===== config.mk =====
export PLATFORM = sky130hd
export DESIGN_NAME = ssxm_cell
export DESIGN_NICKNAME = d
export VERILOG_FILES = /design/src/rtl/ssxm_pkg.sv /design/src/rtl/ssxm_cell.sv
export SDC_FILE = /design/constraint.sdc
export NUM_CORES = 1
export LEC_CHECK = 0
export BUFFER_PORTS_ARGS = -buffer_cell sky130_fd_sc_hd__buf_2
export CAP_MARGIN = 40
export CORE_MARGIN = 1
export CORE_UTILIZATION = 35
export DETAILED_ROUTE_END_ITERATION = 16
export PLACE_DENSITY_LB_ADDON = 0.12
export SETUP_SLACK_MARGIN = 0.05
export SYNTH_ARGS = -nofsm -noshare
export SYNTH_HDL_FRONTEND = slang
export SYNTH_SLANG_ARGS = --single-unit

===== constraint.sdc =====
create_clock -name clk -period 4.64 [get_ports clk]
set_input_delay 0 -clock clk [delete_from_list [all_inputs] [get_ports clk]]
set_output_delay 0 -clock clk [all_outputs]
set_load 0.1 [all_outputs]

===== src/rtl/ssxm_pkg.sv =====
// ssxm_pkg: sizes, codes and the travelling operation record of the
// scanline span xor mask; used by every module in rtl
package ssxm_pkg;

  // mask size and cell split
  localparam int MASK_BYTES = 256;
  localparam int CELL_BYTES = (MASK_BYTES < 16) ? MASK_BYTES : 16;
  localparam int NUM_CELLS  = (MASK_BYTES + CELL_BYTES - 1) / CELL_BYTES;
  localparam int SLOT_BYTES = NUM_CELLS * CELL_BYTES;

  // field widths fixed by the interface
  localparam int COORD_W     = 16;
  localparam int BYTE_IDX_W  = 8;
  localparam int DATA_W      = 8;
  localparam int CFG_BYTES_W = 9;
  localparam int CFG_DATA_W  = 16;
  localparam int CFG_INDEX_W = 2;
  localparam int CMD_W       = 2;

  // derived internal widths
  localparam int CNT_W    = $clog2(MASK_BYTES + 1);
  localparam int PIX_W    = CNT_W + 3;
  localparam int ADDR_RAW = $clog2(SLOT_BYTES + 1);
  localparam int ADDR_W   = (ADDR_RAW > BYTE_IDX_W) ? ADDR_RAW : BYTE_IDX_W;
  localparam int OFF_W    = COORD_W + 1;

  // item commands
  typedef enum logic [CMD_W-1:0] {
    CMD_CLEAR  = 2'd0,
    CMD_INVERT = 2'd1,
    CMD_READ   = 2'd2
  } cmd_t;

  // configuration register indexes
  typedef enum logic [CFG_INDEX_W-1:0] {
    REG_MASK_LEFT    = 2'd0,
    REG_BYTES_IN_USE = 2'd1
  } reg_index_t;

  // operation record handed from cell to cell
  typedef struct packed {
    logic                  valid;
    cmd_t                  cmd;
    logic [ADDR_W-1:0]     bytes;
    logic [ADDR_W-1:0]     rb;
    logic [ADDR_W-1:0]     re;
    logic [2:0]            db;
    logic [2:0]            de;
    logic [BYTE_IDX_W-1:0] rd_idx;
    logic [DATA_W-1:0]     rd_data;
  } op_t;

endpackage


===== src/rtl/ssxm_cell.sv =====
// ssxm_cell: one link of the chain, holding a run of mask bytes and
// applying each passing operation to them; uses ssxm_pkg
module ssxm_cell import ssxm_pkg::*; (
  input  logic              clk,
  input  logic              rst,
  input  logic              advance,
  input  logic [ADDR_W-1:0] base,
  input  op_t               op_in,
  output op_t               op_out
);

  logic [CELL_BYTES-1:0][DATA_W-1:0] word;
  logic [CELL_BYTES-1:0][DATA_W-1:0] word_next;
  op_t                               op_next;

  // per-byte edit: clear, span toggle or read capture
  always_comb begin
    logic [ADDR_W-1:0] addr;
    logic [DATA_W-1:0] hi;
    logic [DATA_W-1:0] lo;
    logic              in_use;
    word_next = word;
    op_next   = op_in;
    for (int j = 0; j < CELL_BYTES; j++) begin
      addr   = base + ADDR_W'(j);
      in_use = addr < op_in.bytes;
      // left partial byte and everything after it
      if (addr == op_in.rb)
        hi = 8'hFF >> op_in.db;
      else if (addr > op_in.rb)
        hi = 8'hFF;
      else
        hi = 8'h00;
      // right partial byte and everything before it
      if (addr == op_in.re)
        lo = ~(8'hFF >> op_in.de);
      else if (addr < op_in.re)
        lo = 8'hFF;
      else
        lo = 8'h00;
      if (op_in.valid) begin
        unique case (op_in.cmd)
          CMD_CLEAR: begin
            if (in_use)
              word_next[j] = '0;
          end
          CMD_INVERT: begin
            word_next[j] = word[j] ^ (hi & lo);
          end
          CMD_READ: begin
            if (in_use && addr == ADDR_W'(op_in.rd_idx))
              op_next.rd_data = word[j];
          end
          default: ;
        endcase
      end
    end
  end

  // hand the operation on, keep the edited bytes
  always_ff @(posedge clk) begin
    if (rst) begin
      word         <= '0;
      op_out.valid <= 1'b0;
    end else if (advance) begin
      word   <= word_next;
      op_out <= op_next;
    end
  end

endmodule


==> reports/results.tsv, run 1 <==
metric	value	unit
outcome	complete, no violations	
PnR worst setup slack	0.773	ns
Crit path arrival time	4.21	ns
ratio of total power to cell area	245	mW/mm^2
global-route total usage across every layer	34.7	%
worst slew pin tran	0.935	ns
I/O pin count	116	
Max-Cap Viols	0	
Cell Rows	89	
Avg WL per Cell	29.6	um
TritonCTS Sinks	180	
area of the die	0.0607	sq mm
number of endpoints failing setup at the final stage	0	
type of the worst setup path	input port to flop	
Final HPWL DP	84100	um
Leak Pwr	10.2	nW
Main synth FF type	sky130_fd_sc_hd__dfxtp_1	
maximum number of pins on one net before global-route repair	37	
endpoint required time on the critical path	4.98	ns
most frequent cells after synthesis	sky130_fd_sc_hd__ha_1 (343), sky130_fd_sc_hd__nand2_1 (204), sky130_fd_sc_hd__a21oi_1 (183)	
Synth async-reset ratio	0	%
number of antenna repair diodes	0	
post-cts repair resize count	0	
first-pass GRT wire length	151000	um
filler instances	6040	
period utilisation layout	83.3	%
Hold Crit Class	input port to flop	
aggregate routed wire length	106000	um
sort of element at the end of the critical path	flop	
RSZ-0062 raised after global routing	false	
number of storage elements in the synthesis netlist	180	
Synth area leader	sky130_fd_sc_hd__ha_1	
share of the synthesized area in the top cell type	20.5	%
Vert. Die Dim	246	um
total overflow reported by the global router	0	
number of enable flip-flop cells after synthesis	51	
clock skew after layout	0.0187	ns
Area growth syn-to-layout	17.5	%
H-tree depth	4	
CTS tree	built	
final antenna-violating net count	0	
number of buffers inserted during clock tree synthesis	17	
max-slew violations	0	
critical-path maximum fanout	18	
maximum achievable frequency	259	MHz
relative max-transition margin	37.6	%
vias in the first global route	21800	
count of warnings emitted by yosys	0	
clock slew at the register clock pins of the worst setup and hold paths	0.09	ns
Hold Slack	0.0269	ns
cell with the most instances after synthesis	sky130_fd_sc_hd__ha_1	
met3 routed wirelength	9200	um
area inside the core boundary	0.0590	sq mm
Cell Area, Synth	0.0209	sq mm
highest signal layer in the routed design	met4	
post-synth cell types	93	
Remaining DRCs	0	
cell depth of the worst flop-to-flop path	4	
First-pass DRT Iterations	9	
initial core utilization	35.4	%
Buffers on Ports	115	
Max Root-Sink Buffers	2	
maximum ir drop on the vdd rail	0.283	mV
portion of the post-synthesis area used by sequential elements	19.7	%
Die Wd	246	um
total nets after synthesis	2964	
minimum clock period after layout	3.87	ns
average size of a mapped cell	8.18	sq um
cell types with the largest area share after synthesis	sky130_fd_sc_hd__ha_1 (21%), sky130_fd_sc_hd__dfxtp_1 (12%), sky130_fd_sc_hd__edfxtp_1 (7.3%), sky130_fd_sc_hd__a21oi_1 (4.4%), sky130_fd_sc_hd__xnor2_1 (3.7%)	
Final GP Congestion	1.05	
met2 routed WL	46800	um
Vias	22933	
Worst-Skew Late Latency	0.50	ns
detail-routed via count per cell	6.40	
Min-Delay Path Depth	2	
placement-stage worst setup slack	0.426	ns
share of layout cells above drive strength 1	13.7	%
Metal-1 WL	44800	um
total negative slack	0	ns
cell at the root of the clock tree	sky130_fd_sc_hd__clkbuf_16	
Net count, final	3207	
antenna violations before repair	1	
CP Launch Type	input port	
detailed router's first-iteration violation count	2773	
final hold violation count	0	
gate count of the mapped netlist	2557	
-- metal layers --
layer,vias to the layer above,global-route usage [%]
met2,1210,54.1
met1,11193,45.3
met5,-,0
met3,256,6.29
li1,10274,-
met4,0,17.9
-- final cells by class --
cell class | count | area, sq um | share of cell area (%)
Clock buffer | 18 | 439 | 1.79
Clock inverter | 14 | 201 | 0.820
Inverter | 92 | 345 | 1.41
Multi-Input combinational cell | 2182 | 16000 | 65.1
Sequential cell | 180 | 4110 | 16.7
Tap cell | 773 | 967 | 3.94
Timing Repair Buffer | 327 | 2500 | 10.2
-- sequential cells by signal, indices dropped and copies added (netlist names) --
name / count
op_out: 52
word: 128
-- cells in the final DEF (no fill, tap or decap), drive strengths merged, types with 16 or more instances in the layout --
cell type / synthesis / layout
nor4: 26 / 26
mux2i: 63 / 63
o22ai: 34 / 34
o31ai: 40 / 40
nand2: 204 / 204
o21ai: 138 / 138
nor2b: 24 / 24
a22oi: 16 / 16
nor3: 98 / 98
a21boi: 29 / 29
a222oi: 16 / 16
dlygate4sd3: 0 / 45
or4: 36 / 36
o21a: 32 / 32
a21oi: 185 / 185
nand4: 25 / 25
nor2: 178 / 178
nand2b: 43 / 43
or2: 31 / 31
edfxtp: 51 / 51
xor2: 42 / 42
or3: 75 / 75
a2111oi: 18 / 18
buf: 39 / 282
a221oi: 18 / 18
nand3: 59 / 59
dfxtp: 129 / 129
inv: 90 / 98
a21o: 42 / 42
xnor2: 91 / 91
o211ai: 22 / 22
clkbuf: 64 / 18
o221ai: 18 / 18
a211oi: 53 / 53
a31oi: 19 / 19
ha: 343 / 343
-- cell families (layout without fill, tap and decap cells) --
family	count (synthesis)	in the layout	share of synthesized area, %
and+or+nand+nor	863	863	21.3
AOI/OAI and AO/OA	775	775	25.2
adders and majority gates	343	343	20.5
buffers and inverters	195	451	3.92
DFF	180	180	19.7
xor gates and xnor gates	136	136	6.20
muxes	65	65	3.12
-- through the flow --
stage                     power [mW]  instance area [sq um]  util, %  instances
after floorplan                 3.34                  20900        -       2557
after global placement          4.18                  23100     39.1       3488
after detailed placement        4.26                  23500     39.7       3508
after CTS                       5.97                  24500     41.6       3585
after global routing            6.27                  24600     41.6       3586
final                           6.01                  24600     41.6       3586
-- what timing repair did --
| action | in CTS | in global routing |
|---|---|---|
| hold endpoints to repair | 43 | 0 |
| setup endpoints to repair | 0 | 0 |
| buffers inserted | 0 | 0 |
| hold buffers | 45 | 0 |
-- worst max-delay path, cell delays in order --
cell                       delay, ns
sky130_fd_sc_hd__buf_2          0.11
sky130_fd_sc_hd__buf_4          0.30
sky130_fd_sc_hd__ha_1           0.50
sky130_fd_sc_hd__a21o_1         0.27
sky130_fd_sc_hd__a21oi_1        0.18
sky130_fd_sc_hd__nor2_1         0.22
sky130_fd_sc_hd__xor2_1         0.37
sky130_fd_sc_hd__ha_1           0.31
sky130_fd_sc_hd__o21a_1         0.10
sky130_fd_sc_hd__o21ai_0        0.26
sky130_fd_sc_hd__o21ba_2        0.19
sky130_fd_sc_hd__o31ai_1        0.14
sky130_fd_sc_hd__or4_1          0.56
sky130_fd_sc_hd__nand4b_1       0.12
sky130_fd_sc_hd__buf_4          0.19
sky130_fd_sc_hd__and4b_1        0.21
sky130_fd_sc_hd__a21oi_1        0.16
-- final timing paths --
kind / end / start / slack, ns
max: op_out[5] / base[2] / 0.77
min: op_out[10] / advance / 0.03
max reg2reg: op_out[5] / word[101] / 3.07
min reg2reg: word[54] / word[54] / 0.48
-- report_power, final --
part / leakage [nW] / internal, mW / total [mW] / switching, mW
clock network: 0.310 / 0.805 / 1.67 / 0.865
registers: 1.52 / 1.68 / 1.73 / 0.0501
logic: 8.32 / 0.860 / 2.61 / 1.75
total: 10.2 / 3.35 / 6.01 / 2.66
No activity file was read; power rests on OpenSTA's default activity.
==> inputs of run 2 (changes only) <==
==> constraint.sdc (replaced) <==
create_clock -name clk -period 3.95 [get_ports clk]
set_input_delay 0 -clock clk [delete_from_list [all_inputs] [get_ports clk]]
set_output_delay 0 -clock clk [all_outputs]
set_load 0.1 [all_outputs]
==> run 2 against run 1 <==
- final area increased by 3.1%
- routed wire length up 1.6%
- sequential power rose by 17%
- via count increased by 1.0%
- sequential share of layout area fell by 0.50 points
- non-clock buffer count increased by 121
- total power grew 17%
- cell count up 3.4%
- critical endpoint is now op_out[4]
- largest cell class unchanged
- largest power group unchanged
==> reports/results.tsv, run 2 (same netlist as run 1, synthesis figures left out) <==
metric	value	unit	change
number of flip-flops in the largest register	128		unchanged
area of the die	0.0607	sq mm	unchanged
First-pass DRT Iterations	8		was 9
Crit path buffers/inverters	5		was 3
share of layout cells above drive strength 1	17.2	%	was 13.7%
Max-Cap Viols	0		unchanged
hold-fix buffer count after cts	44		was 45
PnR worst setup slack	0.277	ns	was 0.773 ns
number of setup buffers added after CTS	0		unchanged
antenna violations before repair	5		was 1
clock slew at the register clock pins of the worst setup and hold paths	0.07	ns	was 0.09 ns
sort of element at the end of the critical path	flop		unchanged
CP Launch Type	input port		unchanged
Buffers on Ports	115		unchanged
largest reg by FF count	word		unchanged
Max Root-Sink Buffers	2		unchanged
H-tree depth	4		unchanged
type of the worst setup path	input port to flop		unchanged
I/O pin count	116		unchanged
initial core utilization	35.4	%	unchanged
cell with the largest stage delay on the worst path	sky130_fd_sc_hd__o311ai_0		was sky130_fd_sc_hd__or4_1
cells traversed along the worst timing path	dlygate4sd3_1, buf_2, inv_1, ha_1, o311ai_0, o21ai_0, nor4b_2, buf_4, or3_1, buf_12, a2111oi_2, o21ai_1, a21oi_1		was buf_2, buf_4, ha_1, a21o_1, a21oi_1, nor2_1, xor2_1, ha_1, o21a_1, o21ai_0, o21ba_2, o31ai_1, or4_1, nand4b_1, buf_4, and4b_1, a21oi_1
aggregate routed wire length	108000	um	was 106000 um
area inside the core boundary	0.0590	sq mm	unchanged
total overflow reported by the global router	0		unchanged
highest signal layer in the routed design	met5		was met4
maximum ir drop on the vdd rail	0.393	mV	was 0.283 mV
placement-stage worst setup slack	-0.00958	ns	was 0.426 ns
Final HPWL DP	86500	um	was 84100 um
kind of cell with the highest combined delay on the critical path	compound AO/OA/AOI/OAI gates		unchanged
worst slew pin tran	0.994	ns	was 0.935 ns
total negative slack	0	ns	unchanged
Area growth syn-to-layout	21.2	%	was 17.5%
Leak Pwr	10.7	nW	was 10.2 nW
number of buffers inserted during clock tree synthesis	17		unchanged
Crit path arrival time	4.04	ns	was 4.21 ns
TritonCTS Sinks	180		unchanged
maximum achievable frequency	272	MHz	
Final GP Congestion	1.00		was 1.05
Metal-1 WL	46700	um	was 44800 um
max-slew violations	0		unchanged
Net count, final	3328		was 3207
Remaining DRCs	0		unchanged
critical-path maximum fanout	9		was 18
Largest regs	word: 128 flops, op_out: 52 flops		unchanged
outcome	complete, no violations		unchanged
cell at the root of the clock tree	sky130_fd_sc_hd__clkbuf_16		unchanged
period utilisation layout	93.0	%	
number of endpoints failing setup at the final stage	0		unchanged
Worst-Skew Late Latency	0.52	ns	was 0.50 ns
detail-routed via count per cell	6.25		was 6.40
number of antenna repair diodes	0		unchanged
Cell Rows	89		unchanged
ratio of total power to cell area	277	mW/mm^2	was 245 mW/mm^2
most frequent cells in the layout	sky130_fd_sc_hd__ha_1 (343), sky130_fd_sc_hd__buf_4 (274), sky130_fd_sc_hd__nand2_1 (204)		was sky130_fd_sc_hd__ha_1 (343), sky130_fd_sc_hd__nand2_1 (204), sky130_fd_sc_hd__a21oi_1 (183)
clock skew after layout	0.0104	ns	was 0.0187 ns
Vert. Die Dim	246	um	unchanged
final hold violation count	0		unchanged
Hold Slack	0.0546	ns	was 0.0269 ns
maximum number of pins on one net before global-route repair	52		was 37
Vias	23163		was 22933
RSZ-0062 raised after global routing	false		unchanged
final antenna-violating net count	0		unchanged
first-pass GRT wire length	153000	um	was 151000 um
vias in the first global route	22300		was 21800
most frequent standard cell in the layout excluding fill and tap cells	sky130_fd_sc_hd__ha_1		unchanged
CTS tree	built		unchanged
Largest stage delay, worst path	0.64	ns	was 0.56 ns
Hold Crit Class	input port to flop		unchanged
endpoint required time on the critical path	4.31	ns	was 4.98 ns
post-cts repair resize count	0		unchanged
met2 routed WL	48000	um	was 46800 um
minimum clock period after layout	3.67	ns	
met3 routed wirelength	8610	um	was 9200 um
relative max-transition margin	33.1	%	was 37.6%
Die Wd	246	um	unchanged
detailed router's first-iteration violation count	2562		was 2773
global-route total usage across every layer	35.3	%	was 34.7%
Avg WL per Cell	29.1	um	was 29.6 um
[run 2: cell types whose count changed in the layout (fill, tap and decap cells not counted), sizes merged]
| cell | before | now |
|---|---|---|
| buf | 282 | 404 |
| bufinv | 1 | 0 |
| clkbuf | 18 | 21 |
| clkinvlp | 0 | 1 |
| dlygate4sd3 | 45 | 44 |
| inv | 98 | 95 |
[run 2: final timing paths]
| check | start | to | slack [ns] | cells past startpoint |
|---|---|---|---|---|
| setup reg to reg | word[44] | op_out[4] | 2.21 | 4 |
| hold reg to reg | word[54] | word[54] | 0.47 | 2 |
| setup / recovery | op_in[41] | op_out[4] | 0.28 | 13 |
| hold / removal | op_in[18] | op_out[18] | 0.05 | 1 |
[run 2: metrics by stage]
| step | util, % | area (sq um) | instances | power, mW |
|---|---|---|---|---|
| 2_1_floorplan | - | 20900 | 2557 | 3.92 |
| 3_3_place_gp | 40.9 | 24100 | 3619 | 5.06 |
| 3_5_place_dp | 41.2 | 24300 | 3631 | 5.13 |
| 4_1_cts | 42.9 | 25300 | 3707 | 6.98 |
| 5_1_grt | 42.9 | 25300 | 3707 | 7.33 |
| 6_report | 42.9 | 25300 | 3707 | 7.01 |
[run 2: area by class of cell]
type | instances | area, sq um
timing repair buffer | 448 | 3350
inverter | 92 | 345
multi-input combinational | 2182 | 16000
sequential | 180 | 4110
fill | 6002 | 33700
clock buffer | 21 | 460
clock inverter | 11 | 93.8
tap | 773 | 967
[run 2: power breakdown]
part	total (mW)	switching (mW)	internal, mW
Combinational	3.18	2.08	1.10
Sequential	2.03	0.0541	1.98
Clock	1.80	0.949	0.853
[run 2: worst reg2reg max path: cells and delay by family (launching register included)]
family           cells  cell delay (ns)
AND/OR/NAND/NOR      1             0.57
AO/OA/AOI/OAI        3             0.51
flip-flops           1             0.38
[run 2: layer usage]
layer / track usage [%] / vias up
li1: - / 10522
met1: 46.3 / 11295
met2: 56.1 / 1107
met3: 6.59 / 235
met4: 15.3 / 4
met5: 0 / -
